`config.mk`:
```
export PLATFORM = sky130hd
export DESIGN_NAME = sd_card_init_sequencer
export DESIGN_NICKNAME = d
export VERILOG_FILES = /design/src/hw/rtl/sdi_pkg.sv /design/src/hw/rtl/sdi_in_stage.sv /design/src/hw/rtl/sdi_core.sv /design/src/hw/rtl/sdi_out_stage.sv /design/src/hw/rtl/sd_card_init_sequencer.sv
export SDC_FILE = /design/constraint.sdc
export NUM_CORES = 1
export LEC_CHECK = 0
export BUFFER_PORTS_ARGS = -buffer_cell sky130_fd_sc_hd__buf_2
export CELL_PAD_IN_SITES_DETAIL_PLACEMENT = 1
export CELL_PAD_IN_SITES_GLOBAL_PLACEMENT = 1
export CORE_UTILIZATION = 44
export DETAILED_ROUTE_END_ITERATION = 8
export GPL_TIMING_DRIVEN = 0
export PLACE_DENSITY = 0.83
export REMOVE_ABC_BUFFERS = 1
export SYNTH_ARGS = -nofsm -noshare
export SYNTH_HDL_FRONTEND = slang
export SYNTH_SLANG_ARGS = --single-unit
```
`constraint.sdc`:
```
create_clock -name clk -period 7 [get_ports clk]
set_clock_uncertainty 0.15 [all_clocks]
set_input_delay 0.7 -clock clk [delete_from_list [all_inputs] [get_ports clk]]
set_output_delay 0.7 -clock clk [all_outputs]
set_load 0.05 [all_outputs]
```
`src/hw/rtl/sdi_pkg.sv`:
```
// sdi_pkg: shared types, command codes and decode functions for the sd card init sequencer
// no dependencies; imported by every module of the block
`default_nettype none

package sdi_pkg;

  // input operation codes
  localparam logic [1:0] OP_START = 2'd0;
  localparam logic [1:0] OP_DONE  = 2'd1;
  localparam logic [1:0] OP_TICK  = 2'd2;

  // configuration register indexes
  localparam int unsigned CFG_IDX_W = 1;
  localparam logic [CFG_IDX_W-1:0] CFG_MAX_ATTEMPTS = 1'd0;
  localparam logic [CFG_IDX_W-1:0] CFG_OP_TIMEOUT   = 1'd1;
  localparam int unsigned CFG_DATA_W = 16;

  localparam logic [3:0]  MAX_ATTEMPTS_RST = 4'd5;
  localparam logic [15:0] OP_TIMEOUT_RST   = 16'd1000;

  // command indexes
  localparam logic [5:0] CMD_GO_IDLE    = 6'd0;
  localparam logic [5:0] CMD_ALL_CID    = 6'd2;
  localparam logic [5:0] CMD_REL_ADDR   = 6'd3;
  localparam logic [5:0] CMD_BUS_WIDTH  = 6'd6;
  localparam logic [5:0] CMD_SELECT     = 6'd7;
  localparam logic [5:0] CMD_SEND_IF    = 6'd8;
  localparam logic [5:0] CMD_SEND_CSD   = 6'd9;
  localparam logic [5:0] CMD_SEND_CID   = 6'd10;
  localparam logic [5:0] CMD_OP_COND    = 6'd41;
  localparam logic [5:0] CMD_APP        = 6'd55;

  // argument and response constants
  localparam logic [31:0] CHECK_PATTERN = 32'h0000_01F1;
  localparam logic [31:0] OCR_VOLT      = 32'h0010_0000;
  localparam logic [31:0] OCR_HCS       = 32'h4000_0000;
  localparam int unsigned OCR_BUSY_BIT  = 31;
  localparam int unsigned OCR_HCS_BIT   = 30;
  localparam logic [31:0] ARG_BUS_4BIT  = 32'd2;

  // response types
  localparam logic [1:0] RESP_NONE  = 2'd0;
  localparam logic [1:0] RESP_SHORT = 2'd1;
  localparam logic [1:0] RESP_LONG  = 2'd2;

  // csd structure versions
  localparam logic [1:0] CSD_V1 = 2'd0;
  localparam logic [1:0] CSD_V2 = 2'd1;

  typedef enum logic [3:0] {
    PH_IDLE   = 4'd0,
    PH_CMD0   = 4'd1,
    PH_CMD8   = 4'd2,
    PH_ACMD41 = 4'd3,
    PH_CMD2   = 4'd4,
    PH_CMD3   = 4'd5,
    PH_CMD9   = 4'd6,
    PH_CMD7   = 4'd7,
    PH_ACMD6  = 4'd8
  } phase_t;

  typedef enum logic [1:0] {
    KIND_CMD  = 2'd0,
    KIND_OK   = 2'd1,
    KIND_FAIL = 2'd2
  } kind_t;

  typedef enum logic [1:0] {
    RC_OK  = 2'd0,
    RC_TMO = 2'd1,
    RC_CRC = 2'd2,
    RC_UNK = 2'd3
  } res_class_t;

  typedef struct packed {
    logic [1:0]  operation;
    logic        card_sense;
    logic [3:0]  status_flags;
    logic [31:0] resp_word_one;
    logic [31:0] resp_word_two;
    logic [31:0] resp_word_three;
  } in_item_t;

  typedef struct packed {
    kind_t       kind;
    logic [5:0]  cmd_index;
    logic [31:0] cmd_arg;
    logic        power_on;
    logic [15:0] card_addr;
    logic        high_capacity;
    logic [32:0] capacity_blocks;
  } res_t;

  // completion flags ranked: response end or sent, timeout, crc fail
  function automatic res_class_t classify(input logic [3:0] flags);
    res_class_t rc;
    if (flags[0] || flags[1]) rc = RC_OK;
    else if (flags[2])        rc = RC_TMO;
    else if (flags[3])        rc = RC_CRC;
    else                      rc = RC_UNK;
    return rc;
  endfunction

  function automatic logic [1:0] resp_kind(input logic [5:0] idx);
    logic [1:0] rt;
    if (idx == CMD_GO_IDLE) rt = RESP_NONE;
    else if (idx == CMD_ALL_CID || idx == CMD_SEND_CSD || idx == CMD_SEND_CID) rt = RESP_LONG;
    else rt = RESP_SHORT;
    return rt;
  endfunction

  // version 1 csd: (c_size+1) << (c_mult+2) << blk_len_exp, in 512 byte blocks
  function automatic logic [32:0] csd_v1_blocks(input logic [31:0] w2, input logic [31:0] w3);
    logic [12:0] c_size_p1;
    logic [4:0]  sh;
    logic [37:0] bytes;
    c_size_p1 = {1'b0, w2[9:0], w3[31:30]} + 13'd1;
    sh        = 5'(w3[17:15]) + 5'd2 + 5'(w2[19:16]);
    bytes     = 38'(c_size_p1) << sh;
    return 33'(bytes[37:9]);
  endfunction

  // version 2 csd: (c_size+1) * 1024 blocks
  function automatic logic [32:0] csd_v2_blocks(input logic [31:0] w2, input logic [31:0] w3);
    logic [22:0] c_size_p1;
    c_size_p1 = {1'b0, w2[5:0], w3[31:16]} + 23'd1;
    return {c_size_p1, 10'd0};
  endfunction

endpackage

`default_nettype wire

```
`src/hw/rtl/sdi_in_stage.sv`:
```
// sdi_in_stage: input register holding one accepted event beat
// depends on sdi_pkg for the item struct
`default_nettype none

module sdi_in_stage (
  input  wire logic             clk,
  input  wire logic             rst_n,
  input  wire logic             in_valid,
  output logic                  in_stall,
  input  wire sdi_pkg::in_item_t in_item,
  input  wire logic             take,
  output logic                  item_valid,
  output sdi_pkg::in_item_t     item
);
  import sdi_pkg::*;

  logic     valid_r, valid_nxt;
  in_item_t item_r;
  logic     accept;

  // slot frees in the same cycle the core takes the held beat
  assign in_stall = valid_r && !take;
  assign accept   = in_valid && !in_stall;

  always_comb begin
    if (accept) valid_nxt = 1'b1;
    else if (take) valid_nxt = 1'b0;
    else valid_nxt = valid_r;
  end

  always_ff @(posedge clk) begin
    if (!rst_n) begin
      valid_r <= 1'b0;
    end else begin
      valid_r <= valid_nxt;
    end
  end

  always_ff @(posedge clk) begin
    if (accept) begin
      item_r <= in_item;
    end
  end

  assign item_valid = valid_r;
  assign item       = item_r;

endmodule

`default_nettype wire

```
`src/hw/rtl/sdi_core.sv`:
```
// sdi_core: init phase state machine, card state, config registers and one-step decision logic
// depends on sdi_pkg for phase/kind types, command codes and csd decode
`default_nettype none

module sdi_core #(
  parameter int unsigned MS_COUNTER_BITS = 16
) (
  input  wire logic                               clk,
  input  wire logic                               rst_n,
  input  wire logic                               cfg_valid,
  input  wire logic [sdi_pkg::CFG_IDX_W-1:0]      cfg_index,
  input  wire logic [sdi_pkg::CFG_DATA_W-1:0]     cfg_data,
  input  wire logic                               item_valid,
  input  wire sdi_pkg::in_item_t                  item,
  input  wire logic                               res_ready,
  output logic                                    take,
  output logic                                    res_emit,
  output sdi_pkg::res_t                           res
);
  import sdi_pkg::*;

  localparam int unsigned CMP_W = (MS_COUNTER_BITS > 16) ? MS_COUNTER_BITS : 16;

  phase_t                     phase_r, phase_nxt;
  logic [3:0]                 att_r, att_nxt;
  logic                       app_r, app_nxt;
  logic [MS_COUNTER_BITS-1:0] ms_r, ms_nxt;
  logic                       hcs_r, hcs_nxt;
  logic [15:0]                rca_r, rca_nxt;
  logic                       ba_r, ba_nxt;
  logic [32:0]                size_r, size_nxt;
  logic                       pwr_r, pwr_nxt;
  logic [3:0]                 max_att_r;
  logic [15:0]                tmo_r;

  res_class_t rc;
  logic [3:0] att_inc, lim;
  logic       retry_ok, deadline;
  logic       go_fail, go_app;
  phase_t     app_ph;
  kind_t      r_kind;
  logic [5:0] r_idx;
  logic [31:0] r_arg;
  logic [31:0] w1;

  assign take     = item_valid && res_ready;
  assign rc       = classify(item.status_flags);
  assign w1       = item.resp_word_one;
  assign att_inc  = att_r + 4'd1;
  assign lim      = (max_att_r == 4'd0) ? 4'd1 : max_att_r;
  assign retry_ok = att_inc < lim;
  assign deadline = CMP_W'(ms_r) >= CMP_W'(tmo_r);

  always_ff @(posedge clk) begin
    if (!rst_n) begin
      max_att_r <= MAX_ATTEMPTS_RST;
      tmo_r     <= OP_TIMEOUT_RST;
    end else if (cfg_valid) begin
      if (cfg_index == CFG_MAX_ATTEMPTS) max_att_r <= cfg_data[3:0];
      else if (cfg_index == CFG_OP_TIMEOUT) tmo_r <= cfg_data;
    end
  end

  always_ff @(posedge clk) begin
    if (!rst_n) begin
      phase_r <= PH_IDLE;
      att_r   <= '0;
      app_r   <= 1'b0;
      ms_r    <= '0;
      hcs_r   <= 1'b0;
      rca_r   <= '0;
      ba_r    <= 1'b0;
      size_r  <= '0;
      pwr_r   <= 1'b0;
    end else begin
      phase_r <= phase_nxt;
      att_r   <= att_nxt;
      app_r   <= app_nxt;
      ms_r    <= ms_nxt;
      hcs_r   <= hcs_nxt;
      rca_r   <= rca_nxt;
      ba_r    <= ba_nxt;
      size_r  <= size_nxt;
      pwr_r   <= pwr_nxt;
    end
  end

  always_comb begin
    phase_nxt = phase_r;
    att_nxt   = att_r;
    app_nxt   = app_r;
    ms_nxt    = ms_r;
    hcs_nxt   = hcs_r;
    rca_nxt   = rca_r;
    ba_nxt    = ba_r;
    size_nxt  = size_r;
    pwr_nxt   = pwr_r;
    res_emit  = 1'b0;
    r_kind    = KIND_CMD;
    r_idx     = '0;
    r_arg     = '0;
    go_fail   = 1'b0;
    go_app    = 1'b0;
    app_ph    = PH_ACMD41;

    if (take) begin
      unique case (item.operation)
        OP_START: begin
          rca_nxt  = '0;
          ba_nxt   = 1'b0;
          size_nxt = '0;
          hcs_nxt  = 1'b0;
          ms_nxt   = '0;
          app_nxt  = 1'b0;
          if (!item.card_sense) begin
            go_fail = 1'b1;
          end else begin
            pwr_nxt   = 1'b1;
            phase_nxt = PH_CMD0;
            att_nxt   = '0;
            res_emit  = 1'b1;
            r_idx     = CMD_GO_IDLE;
          end
        end
        OP_TICK: begin
          if (phase_r == PH_ACMD41 && ms_r != '1) ms_nxt = ms_r + MS_COUNTER_BITS'(1);
        end
        OP_DONE: begin
          unique case (phase_r)
            PH_IDLE: ;
            PH_CMD0: begin
              if (rc == RC_OK) begin
                phase_nxt = PH_CMD8;
                att_nxt   = '0;
                res_emit  = 1'b1;
                r_idx     = CMD_SEND_IF;
                r_arg     = CHECK_PATTERN;
              end else begin
                att_nxt = att_inc;
                if (retry_ok) begin
                  res_emit = 1'b1;
                  r_idx    = CMD_GO_IDLE;
                end else go_fail = 1'b1;
              end
            end
            PH_CMD8: begin
              if (rc == RC_OK) begin
                if (w1 != CHECK_PATTERN) go_fail = 1'b1;
                else begin
                  hcs_nxt = 1'b1;
                  ms_nxt  = '0;
                  go_app  = 1'b1;
                end
              end else begin
                att_nxt = att_inc;
                if (retry_ok) begin
                  res_emit = 1'b1;
                  r_idx    = CMD_SEND_IF;
                  r_arg    = CHECK_PATTERN;
                end else if (rc != RC_TMO) begin
                  go_fail = 1'b1;
                end else begin
                  // no answer to the voltage check: version 1 card
                  hcs_nxt = 1'b0;
                  ms_nxt  = '0;
                  go_app  = 1'b1;
                end
              end
            end
            PH_ACMD41, PH_ACMD6: begin
              // prefix wants any success; acmd41 answers R3 without crc, so crc fail
              if ((app_r && rc != RC_OK) ||
                  (!app_r && phase_r == PH_ACMD41 && rc != RC_CRC) ||
                  (!app_r && phase_r == PH_ACMD6 && rc != RC_OK)) begin
                att_nxt = att_inc;
                if (retry_ok) begin
                  app_nxt  = 1'b1;
                  res_emit = 1'b1;
                  r_idx    = CMD_APP;
                  r_arg    = {rca_r, 16'h0};
                end else begin
                  app_nxt = 1'b0;
                  if (phase_r == PH_ACMD41) begin
                    if (deadline) go_fail = 1'b1;
                    else go_app = 1'b1;
                  end else go_fail = 1'b1;
                end
              end else if (app_r) begin
                app_nxt  = 1'b0;
                res_emit = 1'b1;
                if (phase_r == PH_ACMD41) begin
                  r_idx = CMD_OP_COND;
                  r_arg = OCR_VOLT | (hcs_r ? OCR_HCS : 32'h0);
                end else begin
                  r_idx = CMD_BUS_WIDTH;
                  r_arg = ARG_BUS_4BIT;
                end
              end else if (phase_r == PH_ACMD6) begin
                phase_nxt = PH_IDLE;
                res_emit  = 1'b1;
                r_kind    = KIND_OK;
              end else if (w1[OCR_BUSY_BIT]) begin
                ba_nxt    = w1[OCR_HCS_BIT];
                phase_nxt = PH_CMD2;
                att_nxt   = '0;
                res_emit  = 1'b1;
                r_idx     = CMD_ALL_CID;
              end else begin
                // card still busy: next poll unless the deadline passed
                if (deadline) go_fail = 1'b1;
                else go_app = 1'b1;
              end
            end
            PH_CMD2: begin
              if (rc == RC_OK) begin
                phase_nxt = PH_CMD3;
                att_nxt   = '0;
                res_emit  = 1'b1;
                r_idx     = CMD_REL_ADDR;
              end else begin
                att_nxt = att_inc;
                if (retry_ok) begin
                  res_emit = 1'b1;
                  r_idx    = CMD_ALL_CID;
                end else go_fail = 1'b1;
              end
            end
            PH_CMD3: begin
              if (rc == RC_OK) rca_nxt = w1[31:16];
              if (rc == RC_OK && w1[31:16] != 16'h0) begin
                phase_nxt = PH_CMD9;
                att_nxt   = '0;
                res_emit  = 1'b1;
                r_idx     = CMD_SEND_CSD;
                r_arg     = {w1[31:16], 16'h0};
              end else begin
                att_nxt = att_inc;
                if (retry_ok) begin
                  res_emit = 1'b1;
                  r_idx    = CMD_REL_ADDR;
                end else go_fail = 1'b1;
              end
            end
            PH_CMD9: begin
              if (rc == RC_OK) begin
                if (w1[31:30] == CSD_V1 || w1[31:30] == CSD_V2) begin
                  size_nxt  = (w1[31:30] == CSD_V1) ?
                              csd_v1_blocks(item.resp_word_two, item.resp_word_three) :
                              csd_v2_blocks(item.resp_word_two, item.resp_word_three);
                  phase_nxt = PH_CMD7;
                  att_nxt   = '0;
                  res_emit  = 1'b1;
                  r_idx     = CMD_SELECT;
                  r_arg     = {rca_r, 16'h0};
                end else go_fail = 1'b1;
              end else begin
                att_nxt = att_inc;
                if (retry_ok) begin
                  res_emit = 1'b1;
                  r_idx    = CMD_SEND_CSD;
                  r_arg    = {rca_r, 16'h0};
                end else go_fail = 1'b1;
              end
            end
            PH_CMD7: begin
              if (rc == RC_OK) begin
                go_app = 1'b1;
                app_ph = PH_ACMD6;
              end else begin
                att_nxt = att_inc;
                if (retry_ok) begin
                  res_emit = 1'b1;
                  r_idx    = CMD_SELECT;
                  r_arg    = {rca_r, 16'h0};
                end else go_fail = 1'b1;
              end
            end
            default: phase_nxt = PH_IDLE;
          endcase
        end
        default: ;
      endcase

      // start of an app command pair: cmd55 with the card address
      if (go_app) begin
        phase_nxt = app_ph;
        att_nxt   = '0;
        app_nxt   = 1'b1;
        res_emit  = 1'b1;
        r_kind    = KIND_CMD;
        r_idx     = CMD_APP;
        r_arg     = {rca_nxt, 16'h0};
      end
      if (go_fail) begin
        phase_nxt = PH_IDLE;
        pwr_nxt   = 1'b0;
        app_nxt   = 1'b0;
        res_emit  = 1'b1;
        r_kind    = KIND_FAIL;
        r_idx     = '0;
        r_arg     = '0;
      end
    end
  end

  always_comb begin
    res.kind            = r_kind;
    res.cmd_index       = r_idx;
    res.cmd_arg         = r_arg;
    res.power_on        = pwr_nxt;
    res.card_addr       = rca_nxt;
    res.high_capacity   = ba_nxt;
    res.capacity_blocks = size_nxt;
  end

endmodule

`default_nettype wire

```
`src/hw/rtl/sdi_out_stage.sv`:
```
// sdi_out_stage: result register with response type and bus width decode
// depends on sdi_pkg for the result struct and resp_kind
`default_nettype none

module sdi_out_stage (
  input  wire logic          clk,
  input  wire logic          rst_n,
  input  wire logic          res_emit,
  input  wire sdi_pkg::res_t res,
  output logic               res_ready,
  output logic               out_valid,
  input  wire logic          out_stall,
  output logic [1:0]         out_kind,
  output logic [5:0]         out_cmd_index,
  output logic [31:0]        out_cmd_arg,
  output logic [1:0]         out_resp_type,
  output logic               out_power_on,
  output logic               out_wide_bus,
  output logic [15:0]        out_card_addr,
  output logic               out_high_capacity,
  output logic [32:0]        out_capacity_blocks
);
  import sdi_pkg::*;

  logic       valid_r, valid_nxt;
  res_t       res_r;
  logic [1:0] rtype_r;

  assign res_ready = !valid_r || !out_stall;

  always_comb begin
    if (res_emit) valid_nxt = 1'b1;
    else if (out_stall) valid_nxt = valid_r;
    else valid_nxt = 1'b0;
  end

  always_ff @(posedge clk) begin
    if (!rst_n) begin
      valid_r <= 1'b0;
    end else begin
      valid_r <= valid_nxt;
    end
  end

  always_ff @(posedge clk) begin
    if (res_emit) begin
      res_r   <= res;
      rtype_r <= (res.kind == KIND_CMD) ? resp_kind(res.cmd_index) : RESP_NONE;
    end
  end

  assign out_valid           = valid_r;
  assign out_kind            = res_r.kind;
  assign out_cmd_index       = res_r.cmd_index;
  assign out_cmd_arg         = res_r.cmd_arg;
  assign out_resp_type       = rtype_r;
  assign out_power_on        = res_r.power_on;
  assign out_wide_bus        = (res_r.kind == KIND_OK);
  assign out_card_addr       = res_r.card_addr;
  assign out_high_capacity   = res_r.high_capacity;
  assign out_capacity_blocks = res_r.capacity_blocks;

endmodule

`default_nettype wire

```
`src/hw/rtl/sd_card_init_sequencer.sv`:
```
// sd_card_init_sequencer: top level of the host-side sd card bring-up sequencer
// depends on sdi_pkg, sdi_in_stage, sdi_core and sdi_out_stage
//
//  channel | direction | handshake          | beat contents
//  --------+-----------+--------------------+---------------------------------------------
//  in_     | in        | in_valid/in_stall  | operation, card detect, flags, 3 resp words
//  out_    | out       | out_valid/out_stall| kind, command, resp type, power, card info
//  cfg_    | in        | cfg_valid/cfg_ready| register index, write data
//
// one event beat per cycle sustained while out_stall is low; a beat lands in the input
// register when accepted, and its result goes to the result register when the core takes it
// the rate is set by the phase/attempt state loop, which decides one event per cycle
// reset (rst_n low at a clock edge) empties both registers, sends the sequencer idle
// with power off and loads max_attempts = 5, op_cond_timeout_ms = 1000
// while a result waits under out_stall the held event waits too; in_stall rises only then
// cfg writes are always taken (cfg_ready is tied high)
`default_nettype none

module sd_card_init_sequencer #(
  parameter int unsigned MS_COUNTER_BITS = 16
) (
  input  wire logic                           clk,
  input  wire logic                           rst_n,
  // event input
  input  wire logic                           in_valid,
  output logic                                in_stall,
  input  wire logic [1:0]                     in_operation,
  input  wire logic                           in_card_sense,
  input  wire logic [3:0]                     in_status_flags,
  input  wire logic [31:0]                    in_resp_word_one,
  input  wire logic [31:0]                    in_resp_word_two,
  input  wire logic [31:0]                    in_resp_word_three,
  // results
  output logic                                out_valid,
  input  wire logic                           out_stall,
  output logic [1:0]                          out_kind,
  output logic [5:0]                          out_cmd_index,
  output logic [31:0]                         out_cmd_arg,
  output logic [1:0]                          out_resp_type,
  output logic                                out_power_on,
  output logic                                out_wide_bus,
  output logic [15:0]                         out_card_addr,
  output logic                                out_high_capacity,
  output logic [32:0]                         out_capacity_blocks,
  // configuration writes
  input  wire logic                           cfg_valid,
  output logic                                cfg_ready,
  input  wire logic [sdi_pkg::CFG_IDX_W-1:0]  cfg_index,
  input  wire logic [sdi_pkg::CFG_DATA_W-1:0] cfg_data
);
  import sdi_pkg::*;

  in_item_t in_item, item;
  logic     item_valid, take;
  logic     res_emit, res_ready;
  res_t     res;

  assign cfg_ready = 1'b1;

  // pack the event fields into one beat
  always_comb begin
    in_item.operation       = in_operation;
    in_item.card_sense      = in_card_sense;
    in_item.status_flags    = in_status_flags;
    in_item.resp_word_one   = in_resp_word_one;
    in_item.resp_word_two   = in_resp_word_two;
    in_item.resp_word_three = in_resp_word_three;
  end

  sdi_in_stage u_in (
    .clk        (clk),
    .rst_n      (rst_n),
    .in_valid   (in_valid),
    .in_stall   (in_stall),
    .in_item    (in_item),
    .take       (take),
    .item_valid (item_valid),
    .item       (item)
  );

  // decision logic: one event moves the sequence by at most one command
  sdi_core #(
    .MS_COUNTER_BITS (MS_COUNTER_BITS)
  ) u_core (
    .clk        (clk),
    .rst_n      (rst_n),
    .cfg_valid  (cfg_valid && cfg_ready),
    .cfg_index  (cfg_index),
    .cfg_data   (cfg_data),
    .item_valid (item_valid),
    .item       (item),
    .res_ready  (res_ready),
    .take       (take),
    .res_emit   (res_emit),
    .res        (res)
  );

  sdi_out_stage u_out (
    .clk                 (clk),
    .rst_n               (rst_n),
    .res_emit            (res_emit),
    .res                 (res),
    .res_ready           (res_ready),
    .out_valid           (out_valid),
    .out_stall           (out_stall),
    .out_kind            (out_kind),
    .out_cmd_index       (out_cmd_index),
    .out_cmd_arg         (out_cmd_arg),
    .out_resp_type       (out_resp_type),
    .out_power_on        (out_power_on),
    .out_wide_bus        (out_wide_bus),
    .out_card_addr       (out_card_addr),
    .out_high_capacity   (out_high_capacity),
    .out_capacity_blocks (out_capacity_blocks)
  );

endmodule

`default_nettype wire

```
== Word-level counts from Yosys, hierarchy flattened ==
Index checks and enable logic that the tools add are counted.

* Reductions and logical operators: 51
* Eq/ne operators: 43
* Mux-type cells: 175
* Add/subtract/negate cells: 6
* Magnitude comparators: 2
* Bitwise gates (word level): 4
* Shifts and indexed selects: 1

{| class="wikitable"
|+ Operators by type and width
! cell !! count
|-
| $mux 32 || 11
|-
| $pmux 32 s6 || 1
|-
| $mux 33 || 5
|-
| $mux 16 || 9
|-
| $mux 4 || 30
|-
| $mux 6 || 14
|-
| $mux 1 || 71
|-
| $pmux 33 s2 || 1
|-
| $pmux 16 s3 || 1
|-
| $pmux 6 s7 || 1
|-
| $shl 13x5->38 || 1
|-
| $ne 32x9->1 const B || 1
|-
| $pmux 16 s2 || 1
|-
| $mux 31 || 1
|-
| $mux 2 || 13
|-
| $ne 5x2->1 const B || 5
|-
| $pmux 4 s6 || 1
|-
| $add 22x1->23 const B || 1
|-
| $ne 5x5->1 const B || 4
|-
| $pmux 4 s5 || 1
|-
| $mux 9 || 2
|-
| $add 16x1->16 const B || 1
|-
| $eq 4x3->1 const B || 4
|-
| $ge 16x16->1 || 1
|-
| 48 further kinds || 101
|}

* Bits in registers: 283
* Input port bits: 125
* Output and inout port bits: 97
* Word-level logic and storage cells: 310

== Longest topological paths before layout ==
Gate-level depths: netlist of run 1.

* Word-level depth: 18
* Mapped depth: 13

== Cells and area by module ==
Synthesis of run 1 repeated with hierarchy kept, for this count alone.

* Cells, all modules: 1338
* Area total of the unflattened synthesis: 14328.7 um2

{| class="wikitable"
|+ By module, submodules not included
! module !! cells an instance !! area an instance (um2) !! times used !! seq. area each (um2)
|-
| sdi_core || 1125 || 8272.9 || 1 || 1941.9
|-
| sdi_in_stage || 107 || 3140.5 || 1 || 3113.0
|-
| sdi_out_stage || 104 || 2904.0 || 1 || 2812.7
|-
| sd_card_init_sequencer || 2 || 11.3 || 1 || 0.0
|}

== Worst setup path after synthesis of run 1 ==
Ideal clock, no wire load.

* Kind: flip-flop to flip-flop
* Start: register u_core.att_r[0]
* End: register u_out.res_r, in the netlist u_out.out_capacity_blocks[0] (enable)
* Buffers on the path: 0
* Path slack: 0.815 ns
* Arrival: 5.518 ns
* Cell stages (with the launch flop): 12
* Data required time: 6.333 ns
* Path through: dfxtp_1 -> ha_1 -> xor2_1 -> ha_1 -> nand2_1 -> o31a_1 -> nand2_1 -> a21oi_2 -> o311a_1 -> nor2_4 -> a2111oi_0 -> nor2_1

* Word-level cells in the longest chain between the ends: 10

{| class="wikitable"
|+ RTL lines
! element !! line !! source
|-
| start: declaration || sdi_core.sv:25 || <nowiki>logic [3:0] att_r, att_nxt;</nowiki>
|-
| start signal: assignment || sdi_core.sv:77 || <nowiki>att_r <= att_nxt;</nowiki>
|-
| $add 4x1->4 * || sdi_core.sv:49 || <nowiki>assign att_inc = att_r + 4'd1;</nowiki>
|-
| $lt 4x4->1 * || sdi_core.sv:51 || <nowiki>assign retry_ok = att_inc < lim;</nowiki>
|-
| $mux 1 (on tied branches) || sdi_core.sv:176, sdi_core.sv:156 ||
|-
| $mux 1 (on tied branches) || sdi_core.sv:172, sdi_core.sv:147 ||
|-
| $pmux 1 s3 || sdi_core.sv:129 || <nowiki>unique case (phase_r)</nowiki>
|-
| $mux 1 || sdi_core.sv:107 || <nowiki>unique case (item.operation)</nowiki>
|-
| $mux 1 || sdi_core.sv:106 || <nowiki>if (take) begin</nowiki>
|-
| $mux 1 || sdi_core.sv:285 || <nowiki>if (go_app) begin</nowiki>
|-
| $mux 1 * || sdi_core.sv:294 || <nowiki>if (go_fail) begin</nowiki>
|-
| $mux 1 * || sdi_core.sv:106 ||
|-
| net res_emit || sd_card_init_sequencer.sv:55 || <nowiki>logic res_emit, res_ready;</nowiki>
|-
| end signal: assignment || sdi_out_stage.sv:47 || <nowiki>res_r <= res;</nowiki>
|-
| end: declaration || sdi_out_stage.sv:26 || <nowiki>res_t res_r;</nowiki>
|}

Mark *: on every way through the listed nets, which the timed path passes. The rest lies on a longest branch. The select of a mux whose other input is x is not followed.
A chain may end at the register's enable or synchronous reset.

== Worst setup path after layout of run 1 ==
* Start: register u_core.phase_r[0]
* End: register u_out.res_r, in the netlist u_out.out_capacity_blocks[30] (enable)

* Word-level cells in the longest chain between the ends: 12

{| class="wikitable"
|+ RTL lines
! element !! line !! source
|-
| start: declaration || sdi_core.sv:24 || <nowiki>phase_t phase_r, phase_nxt;</nowiki>
|-
| start signal: assignment || sdi_core.sv:76 || <nowiki>phase_r <= phase_nxt;</nowiki>
|-
| $eq 4x2->1 || sdi_core.sv:129, sdi_core.sv:173, sdi_core.sv:183 ||
|-
| $logic_and 1x1->1 (2 in a row) || sdi_core.sv:173 || <nowiki>(!app_r && phase_r == PH_ACMD41 && rc != RC_CRC) ||</nowiki>
|-
| $logic_or 1x1->1 || sdi_core.sv:172 || <nowiki>if ((app_r && rc != RC_OK) ||</nowiki>
|-
| $logic_or 1x1->1 || sdi_core.sv:173 ||
|-
| $mux 1 || sdi_core.sv:172 ||
|-
| $pmux 1 s3 || sdi_core.sv:129 ||
|-
| $mux 1 || sdi_core.sv:107 ||
|-
| $mux 1 || sdi_core.sv:106 ||
|-
| $mux 1 || sdi_core.sv:285 ||
|-
| $mux 1 * || sdi_core.sv:294 ||
|-
| $mux 1 * || sdi_core.sv:106 ||
|-
| net res_emit || sd_card_init_sequencer.sv:55 ||
|}

Marked as above.

==> metrics.yaml, run 1 <==
setup-violations-final: 0
grt_remaining_overflow: 0
insertedDiodeCount: 0
post-synth-top-area-cell: "sky130_fd_sc_hd__edfxtp_1"
ir_worst_vdd_mv: 0.193
num_io_pins: 222
routabilityCongestion: 0.948
fmaxAchievable_mhz: 200
num-fill-cells: 3158
ys_dominant_reg_cell: "sky130_fd_sc_hd__edfxtp_1"
switching_power_w: 0.000938
yosysTopAreaCellShare_pct: 35.1
routed_wirelength_um: 38400
synth.cell_area_um2: 12800
die_h_um: 172
placement.io_buffers: 178
critPathLaunchType: "register"
grt_util_all_layers_pct: 26.1
dieArea_um2: 29700
synth_instances: 1276
leakage_nw: 5.48
stdcell_area_um2: 14900
drc: 0
core_area_um2: 28200
firstDrtPassIters: 5
power_frac_comb_pct: 11.5
ant_nets: 0
yosys_warnings: 0
intPower_w: 0.00275
die_width_um: 172
rsz0062_at_grt: "false"
timing.hold.worst.class: "input port to register"
cts_tree: "yes"
post_cts_resized: 0
cts-htree-levels: 1
route.vias.total: 10800
synthToLayoutAreaGrowth_pct: 16.7
number_of_clock_buffers_inserted_by_tritoncts: 28
dp_slack_ps: 2190
dp.cells: 1751
first_pass_grt_wire_length_um: 60000
via_count_of_the_first_global_routing_pass: 10800
layout.core_utilization_pct: 52.9
detailedPlacementHpwl_um: 27900
synth.yosys.seq_area_share_pct: 50.6
worstSetupEndpointType: "register"
worstSetupPathType: "register to register"
avgSynthCellArea_um2: 10.0
insertion_delay_ps: 560
worstPathRequired_ps: 7080
ys_types: 88
maxCapViolations: 0
timing.final.max_slew_violations: 0
outcome: "complete, no violations"
cellPowerDensity_nw_per_um2: 248
p_seq_share_pct: 44.0
p_sw_share_pct: 25.4
ys_seq_elements: 248
synth_enable_flop_cells: 149
clk_path_buf_depth: 3
finalNonFillerCells: 1803
cts_hold_repair.buffers: 0
cts.sink_count: 248
cts_root_buf: "sky130_fd_sc_hd__clkbuf_16"
setup_ws_ps: 2010
timing.final.crit_period_ps: 4990
timing.final.hold_violations: 0
mostFrequentLayoutCell: "sky130_fd_sc_hd__buf_2"
arrival_ps: 5070
number_of_antenna_violations_at_the_first_check_in_global_routing: 0
post_drt_wl_per_cell_um: 21.3
nets: 1558
post_synth_main_area_contributors: "sky130_fd_sc_hd__edfxtp_1 35%, sky130_fd_sc_hd__dfxtp_1 16%, sky130_fd_sc_hd__nand2_1 3.9%, sky130_fd_sc_hd__a22o_1 3.5%, sky130_fd_sc_hd__nor2_1 2.9%"
report.power.total_w: 0.00369
slew-limit-headroom_pct: 10.1
tightestPinTransition_ps: 1350
drt_iter0_markers: 765
cts_setup_buffers: 0
avgViaCountPerCell: 5.97
most-common-layout-cells: "178 x sky130_fd_sc_hd__buf_2, 149 x sky130_fd_sc_hd__edfxtp_1, 133 x sky130_fd_sc_hd__nand2_1, 99 x sky130_fd_sc_hd__dfxtp_1, 98 x sky130_fd_sc_hd__nor2_1"
worst_setup_hold_path_clk_slew_ps: 60
crit_path_max_fanout: 35
row_count: 61
fin_crit_sh_pct: 71.3
postSynth.asyncResetShare_pct: 0
clkPwrFrac_pct: 44.5
final_layout_size_suffix_gt1_share_pct: 18.5
grt_max_degree: 72
start_util_pct: 45.3
dpl_cell_area_um2: 13800
==> state kept, by name, indices dropped and copies added, names as in the netlist, 6 cells and up <==
name / count
u_in.item: 70
u_core.size_r: 33
u_out.out_capacity_blocks: 33
u_out.out_cmd_arg: 18
u_core.ms_r: 16
u_core.rca_r: 16
u_core.tmo_r: 16
u_out.out_card_addr: 16
u_out.out_cmd_index: 6
==> layer usage <==
metal  wire (um)  GRT usage [%]  up-vias  share of wire [%]
met3        1970           2.98       65                5.1
li1            -              -     4981                  -
met2       18200           43.7      380                 48
met5           0              0        -                  0
met4        1210           8.89        0                3.2
met1       17000           34.8     5335                 44
==> kinds of logic after synthesis <==
group                    after synthesis  share of synthesized area, %
AO/OA/AOI/OAI                        349                          19.1
XOR/XNOR                              38                          2.61
adder cells (fa/ha/maj)               30                          3.00
buffers and inverters                140                          4.99
flip-flops                           248                          50.6
multiplexers                          19                          1.92
other                                  2                        0.0589
AND/OR/NAND/NOR                      450                          17.7
==> cell usage after synthesis, types with 29 or more instances <==
cell	instances
sky130_fd_sc_hd__a21oi_1	73
sky130_fd_sc_hd__a22o_1	51
sky130_fd_sc_hd__o21ai_0	58
sky130_fd_sc_hd__dfxtp_1	99
sky130_fd_sc_hd__inv_1	43
sky130_fd_sc_hd__clkbuf_1	58
sky130_fd_sc_hd__nand3_1	39
sky130_fd_sc_hd__ha_1	29
sky130_fd_sc_hd__nand2_1	133
sky130_fd_sc_hd__nor2_1	99
sky130_fd_sc_hd__edfxtp_1	149
sky130_fd_sc_hd__and2_1	49
==> metrics by stage <==
step / hold WS, ps / setup TNS [ps]
4_1_cts: 150 / 0
2_1_floorplan: 281 / 0
3_5_place_dp: 301 / 0
6_report: 168 / 0
3_3_place_gp: 294 / -134620
5_1_grt: 158 / 0
==> cell type report <==
class / instances / area [um2] / area share (%)
sequential: 248 / 6460 / 43.4
inverter: 45 / 169 / 1.13
timing repair buffer: 184 / 1000 / 6.75
clock inverter: 12 / 173 / 1.16
multi-input combinational: 896 / 5720 / 38.4
clock buffer: 40 / 893 / 6.00
tap: 378 / 473 / 3.18
==> final timing paths <==
| path | from | to | slack, ps | depth (start not counted) |
|---|---|---|---|---|
| setup / recovery | u_core.phase_r[0]$_SDFFE_PN0P_ | u_out.out_capacity_blocks[30]$_DFFE_PP_ | 2010 | 10 |
| hold / removal | in_status_flags[1] | u_in.item[97]$_DFFE_PP_ | 170 | 1 |
| setup reg to reg | u_core.phase_r[0]$_SDFFE_PN0P_ | u_out.out_capacity_blocks[30]$_DFFE_PP_ | 2010 | 10 |
| hold reg to reg | u_core.tmo_r[11]$_SDFFE_PN0P_ | u_core.tmo_r[11]$_SDFFE_PN0P_ | 300 | 2 |
==> critical path: stages (launching register included) <==
cell and delay, ps:
sky130_fd_sc_hd__dfxtp_1 850, sky130_fd_sc_hd__nand4bb_1 620, sky130_fd_sc_hd__or3_4 590, sky130_fd_sc_hd__nand2_4 120, sky130_fd_sc_hd__a21oi_2 130, sky130_fd_sc_hd__o311a_1 450
sky130_fd_sc_hd__nor2_4 470, sky130_fd_sc_hd__a2111oi_0 280, sky130_fd_sc_hd__nor2_4 410, sky130_fd_sc_hd__buf_12 280, sky130_fd_sc_hd__buf_12 250
==> power groups by stage <==
stage	Combinational [W]	Sequential, W	Clock (W)
final	0.000425	0.00162	0.00164
after global routing	0.000459	0.00163	0.00172
after CTS	0.000419	0.00162	0.00167
after detailed placement	0.000417	0.00165	0
after global placement	0.000404	0.00165	0
after floorplan	0.000239	0.00168	0
No activity file was read; power rests on OpenSTA's default activity.
==> run 2: changes to the inputs <==
- clock period: 7 -> 4.6 ns (I/O delays scaled with it)
==> run 2 against run 1 <==
Compared with the run above: clock power is 54% higher; die area stayed put; maximum frequency is 14% higher; critical path type unchanged; critical endpoint unchanged.
==> metrics.yaml, run 2 (synthesis results as in run 1) <==
critPathLaunchType: "register"
arrival_ps: 4470  # -600 ps
insertedDiodeCount: 0  # unchanged
worstSetupEndpointType: "register"
rsz0062_at_grt: "false"
start_util_pct: 45.3  # unchanged
finalSetupTns_ps: 0  # unchanged
via_count_of_the_first_global_routing_pass: 11300  # +5.4%
mostFrequentLayoutCell: "sky130_fd_sc_hd__buf_2"
drc: 0  # unchanged
worstSetupPathType: "register to register"
cts.sink_count: 248  # unchanged
timing.rr.start: "u_core.phase_r[3]$_SDFFE_PN0P_"
setup-violations-final: 0  # unchanged
placement.io_buffers: 178  # unchanged
grt_max_degree: 72  # unchanged
timing.hold.worst.class: "input port to register"
cts_root_buf: "sky130_fd_sc_hd__clkbuf_16"
timing.final.hold_violations: 0  # unchanged
num_io_pins: 222  # unchanged
largest_reg_flops: 70  # unchanged
die_h_um: 172  # unchanged
stdcell_area_um2: 15700  # +5.4%
insertion_delay_ps: 560  # about the same
nets: 1637  # +5.1%
worst_r2r_endpoint: "u_out.out_capacity_blocks[30]$_DFFE_PP_"
crit_path_max_fanout: 35  # unchanged
ir_worst_vdd_mv: 0.293  # +51%
first_pass_grt_wire_length_um: 63500  # +5.7%
timing.final.crit_period_ps: 4390  # -598 ps
drt_iter0_markers: 769  # +0.52%
timing.final.max_slew_violations: 0  # unchanged
grt_util_all_layers_pct: 27.8  # +1.7 points
finalNonFillerCells: 1882  # +4.4%
worst_hold_path_ep: "u_core.tmo_r[14]$_SDFFE_PN0P_"
cts_setup_buffers: 0  # unchanged
detailedPlacementHpwl_um: 27900  # unchanged
number_of_antenna_violations_at_the_first_check_in_global_routing: 0  # unchanged
row_count: 61  # unchanged
tightestPinTransition_ps: 1350  # +3.99 ps
slew-limit-headroom_pct: 9.38  # -0.69 points
hp-start: "cfg_data[14]"
routed_wirelength_um: 41000  # +6.8%
reg2reg_depth: 10  # unchanged
cts_tree: "yes"
worst_setup_hold_path_clk_slew_ps: 60  # about the same
dp.cells: 1751  # unchanged
routabilityCongestion: 0.948  # unchanged
worst-r2r-setup-slack_ps: 210  # -1800 ps
outcome: "complete, no violations"
setup_ws_ps: 211  # -1800 ps
dieArea_um2: 29700  # unchanged
core_area_um2: 28200  # unchanged
hold-path-cell-count: 3  # +2
dpl_cell_area_um2: 13800  # unchanged
worstPathRequired_ps: 4680  # -2400 ps
route.vias.total: 11100  # +3.4%
cellPowerDensity_nw_per_um2: 363  # +46%
critical_path.slowest_cell: "sky130_fd_sc_hd__dfxtp_1"
dp_slack_ps: -214  # -2400 ps
firstDrtPassIters: 5  # unchanged
avgViaCountPerCell: 5.91  # -0.89%
clk_path_buf_depth: 3  # unchanged
fmaxAchievable_mhz: 228  # +14%
synthToLayoutAreaGrowth_pct: 23.0
maxCapViolations: 0  # unchanged
critical_path.cell_chain: "nor4b_4 > o21ai_1 > nand2_4 > a21oi_2 > o311a_1 > nor2_4 > a2111oi_2 > nor2_4 > buf_12 > buf_12"
fin_crit_sh_pct: 95.4  # +24 points
critical_path.max_stage_delay_ps: 750  # -100 ps
die_width_um: 172  # unchanged
most-common-layout-cells: "178 x sky130_fd_sc_hd__buf_2, 149 x sky130_fd_sc_hd__edfxtp_1, 133 x sky130_fd_sc_hd__nand2_1, 98 x sky130_fd_sc_hd__nor2_1, 97 x sky130_fd_sc_hd__dfxtp_1"
ant_nets: 0  # unchanged
post_drt_wl_per_cell_um: 21.8  # +2.4%
cts-htree-levels: 1  # unchanged
leakage_nw: 5.81  # +6.0%
final_layout_size_suffix_gt1_share_pct: 17.8  # -0.64 points
grt_remaining_overflow: 0  # unchanged
number_of_clock_buffers_inserted_by_tritoncts: 28  # unchanged
[run 2: cell types whose count changed in the layout (fill, tap and decap cells not counted)]
| cell | change |
|---|---|
| sky130_fd_sc_hd__nand4bb_1 | -1 |
| sky130_fd_sc_hd__dfxtp_2 | +2 |
| sky130_fd_sc_hd__nand4bb_2 | +1 |
| sky130_fd_sc_hd__dfxtp_1 | -2 |
| sky130_fd_sc_hd__ha_2 | +1 |
| sky130_fd_sc_hd__dlygate4sd3_1 | +79 |
| sky130_fd_sc_hd__a2111oi_0 | -1 |
| sky130_fd_sc_hd__ha_1 | -1 |
| sky130_fd_sc_hd__a2111oi_2 | +1 |
[run 2: final cells by class]
class / instances / area (um2)
clock buffer: 40 / 893
fill: 3096 / 12500
inverter: 45 / 169
multi-input combinational: 896 / 5730
timing repair buffer: 263 / 1800
clock inverter: 12 / 173
sequential: 248 / 6460
tap: 378 / 473
[run 2: worst max-delay path by stage]
stage | startpoint | to | slack [ps] | cells after the start
global route | u_in.item[16]$_DFFE_PP_ | u_out.out_capacity_blocks[24]$_DFFE_PP_ | 30 | 13
floorplan | u_core.phase_r[0]$_SDFFE_PN0P_ | u_out.out_capacity_blocks[0]$_DFFE_PP_ | -1890 | 8
CTS | u_core.phase_r[1]$_SDFFE_PN0P_ | u_out.out_capacity_blocks[30]$_DFFE_PP_ | 70 | 10
detailed placement | u_core.phase_r[0]$_SDFFE_PN0P_ | u_out.out_capacity_blocks[32]$_DFFE_PP_ | -210 | 10
global placement | u_core.phase_r[0]$_SDFFE_PN0P_ | u_out.out_capacity_blocks[31]$_DFFE_PP_ | -4120 | 8
finish | u_core.phase_r[3]$_SDFFE_PN0P_ | u_out.out_capacity_blocks[30]$_DFFE_PP_ | 210 | 10
[run 2: worst max-delay path: cells and delay by family, from the launching register on]
family / cells / cell delay (ps)
DFF: 1 / 750
AOI/OAI and AO/OA: 4 / 940
buffers and inverters: 2 / 520
and+or+nand+nor: 4 / 1640
[run 2: where the power goes]
part	switching [W]	total, W	internal, W
sequential	0.0000568	0.00247	0.00241
clock	0.000942	0.00252	0.00158
combinational	0.000467	0.000707	0.000240
total	0.00147	0.00570	0.00423
[run 2: metrics by stage]
step                hold WS, ps  utilization, %  power (W)
floorplan                   281               -    0.00291
global placement            294            48.6    0.00313
detailed placement          301            49.1    0.00315
CTS                      0.0145            55.7    0.00569
global route               14.3            55.7    0.00587
finish                     17.8            55.7    0.00570
[run 2: timing repair]
action	CTS	global route
gates cloned	0	0
resized for setup	3	3
hold endpoints to repair	79	0
endpoints found under the setup margin	35	38
hold buffers	79	0
[run 2: routing by layer]
metal	wire length, um	vias up	track usage, %
met5	0	-	0
met4	1440	0	10.4
met3	2380	79	3.36
met2	19700	456	47.5
met1	17500	5446	35.9
li1	-	5151	-
==> run 3: changes to the inputs <==
- CELL_PAD_IN_SITES_DETAIL_PLACEMENT: 1 -> 0
==> run 3 against run 2 <==
Compared with the run above: sequential share of layout area grew 0.053 points; count of clock-buffer cells in the layout down 5; hold slack better by 4.2 ps; highest routed layer unchanged; sequential power about the same; critical path type unchanged; combinational power is 2% lower; core utilization shrank 0.071 points; worst setup slack improved by 49 ps; largest power group is now registers; critical endpoint is now u_out.out_card_addr[12]$_DFFE_PP_; cell area fell by 0.13%.
==> metrics.yaml, run 3 (synthesis results as in run 1) <==
maxCapViolations: 0  # unchanged
arrival_ps: 4480  # about the same
drc: 0  # unchanged
setup_ws_ps: 259  # +48.7 ps
first_pass_grt_wire_length_um: 55600  # -12%
worstSetupEndpointType: "register"
timing.hold.worst.class: "input port to register"
worstSetupPathType: "register to register"
detailedPlacementHpwl_um: 24200  # -13%
nets: 1643  # +0.37%
synthToLayoutAreaGrowth_pct: 22.8
firstDrtPassIters: 5  # unchanged
insertedDiodeCount: 0  # unchanged
most-common-layout-cells: "178 x sky130_fd_sc_hd__buf_2, 149 x sky130_fd_sc_hd__edfxtp_1, 133 x sky130_fd_sc_hd__nand2_1, 98 x sky130_fd_sc_hd__nor2_1, 97 x sky130_fd_sc_hd__dfxtp_1"
tightestPinTransition_ps: 1390  # +41.5 ps
routabilityCongestion: 0.948  # unchanged
critPathLaunchType: "register"
rsz0062_at_grt: "false"
leakage_nw: 5.81  # about the same
insertion_delay_ps: 560  # about the same
grt_util_all_layers_pct: 24.1  # -3.7 points
via_count_of_the_first_global_routing_pass: 10100  # -11%
grt_max_degree: 72  # unchanged
dp_slack_ps: -206  # +8.69 ps
placement.io_buffers: 178  # unchanged
timing.final.crit_period_ps: 4340  # -48.7 ps
dieArea_um2: 29700  # unchanged
core_area_um2: 28200  # unchanged
total_area_of_multi_input_combinational_cells_um2: 5720  # -0.13%
report.power.total_w: 0.00551  # -3.2%
mostFrequentLayoutCell: "sky130_fd_sc_hd__buf_2"
drt_iter0_markers: 839  # +9.1%
timing.final.max_slew_violations: 0  # unchanged
number_of_clock_buffers_inserted_by_tritoncts: 28  # unchanged
hold-worst-slack_ps: 22.0  # +4.24 ps
cts.sink_count: 248  # unchanged
ir_worst_vdd_mv: 0.340  # +16%
ant_nets: 0  # unchanged
fmaxAchievable_mhz: 230  # +1.1%
clk_path_buf_depth: 3  # unchanged
routed_wirelength_um: 35900  # -12%
cts_setup_buffers: 0  # unchanged
cellPowerDensity_nw_per_um2: 352  # -3.1%
outcome: "complete, no violations"
cts_root_buf: "sky130_fd_sc_hd__clkbuf_16"
num-fill-cells: 2469  # -20%
timing.final.hold_violations: 0  # unchanged
cts-htree-levels: 1  # unchanged
sequential_cell_area_um2: 6460  # unchanged
die_h_um: 172  # unchanged
start_util_pct: 45.3  # unchanged
cts_tree: "yes"
setup-violations-final: 0  # unchanged
avgViaCountPerCell: 5.66  # -4.3%
crit_path_max_fanout: 35  # unchanged
route.vias.total: 10700  # -4.1%
post_drt_wl_per_cell_um: 19.0  # -13%
num_io_pins: 222  # unchanged
row_count: 61  # unchanged
slew-limit-headroom_pct: 6.59  # -2.8 points
die_width_um: 172  # unchanged
number_of_antenna_violations_at_the_first_check_in_global_routing: 0  # unchanged
worst_setup_hold_path_clk_slew_ps: 60  # about the same
largest_reg_flops: 70  # unchanged
fin_crit_sh_pct: 94.4  # -1.1 points
final_layout_size_suffix_gt1_share_pct: 17.8  # -0.059 points
grt_remaining_overflow: 0  # unchanged
worstPathRequired_ps: 4740  # +60 ps
-- run 3: changes by cell type in the layout (fill, tap and decap cells not counted), sizes merged --
cell         change
clkbuf           -5
clkinv           +4
clkinvlp         -1
dlygate4sd3      +6
inv              +1
-- run 3: worst paths after layout --
kind	from	cells past startpoint	slack (ps)	end
setup / recovery	u_core.att_r[0]$_SDFFE_PN0P_	13	260	u_out.out_card_addr[12]$_DFFE_PP_
hold / removal	cfg_data[0]	3	20	u_core.max_att_r[0]$_SDFFE_PN1P_
setup reg to reg	u_core.att_r[0]$_SDFFE_PN0P_	13	260	u_out.out_card_addr[12]$_DFFE_PP_
hold reg to reg	u_core.tmo_r[4]$_SDFFE_PN0P_	2	310	u_core.tmo_r[4]$_SDFFE_PN0P_
-- run 3: cell type report --
| class | instances | area share [%] |
|---|---|---|
| Clock inverter | 16 | 1.38 |
| Multi-Input combinational cell | 896 | 36.5 |
| Clock buffer | 35 | 4.96 |
| Inverter | 45 | 1.08 |
| Sequential cell | 248 | 41.2 |
| Timing Repair Buffer | 269 | 11.8 |
| Tap cell | 378 | 3.02 |
-- run 3: through the flow --
stage / cell area (um2) / util (%) / setup TNS (ps) / cells
floorplan: 12300 / - / -157740 / 1189
global placement: 13700 / 48.6 / -500120 / 1745
detailed placement: 13800 / 49.1 / -7060 / 1751
CTS: 15700 / 55.6 / 0 / 1887
global route: 15700 / 55.7 / 0 / 1887
finish: 15700 / 55.7 / 0 / 1887
-- run 3: metal layers --
metal  global-route usage, %  vias up  part of all wire [%]
li1                        -     5154                     -
met1                    33.2     5080                    45
met2                    39.1      395                    46
met3                    3.20       50                   6.3
met4                    7.54        0                   2.6
met5                       0        -                     0
-- run 3: where the power goes --
group | leakage [nW] | internal [W] | switching, W
clock network | 0.488 | 0.00143 | 0.000926
registers | 2.22 | 0.00241 | 0.0000515
logic | 3.10 | 0.000243 | 0.000451
-- run 3: timing repair --
action	CTS	global route
gates resized for setup	3	1
endpoints found under the hold margin	88	0
endpoints found under the setup margin	35	35
hold buffers	85	0
-- run 3: worst max-delay path, stage by stage (launching register included) --
cell	delay, ps
sky130_fd_sc_hd__dfxtp_1	410
sky130_fd_sc_hd__nand3_1	130
sky130_fd_sc_hd__xnor2_1	230
sky130_fd_sc_hd__ha_1	280
sky130_fd_sc_hd__a21oi_1	200
sky130_fd_sc_hd__o31a_1	220
sky130_fd_sc_hd__nand2_1	100
sky130_fd_sc_hd__a21oi_2	350
sky130_fd_sc_hd__o311a_1	370
sky130_fd_sc_hd__nor2_4	160
sky130_fd_sc_hd__a2111oi_1	770
sky130_fd_sc_hd__nor2_4	210
sky130_fd_sc_hd__buf_12	260
sky130_fd_sc_hd__buf_12	190
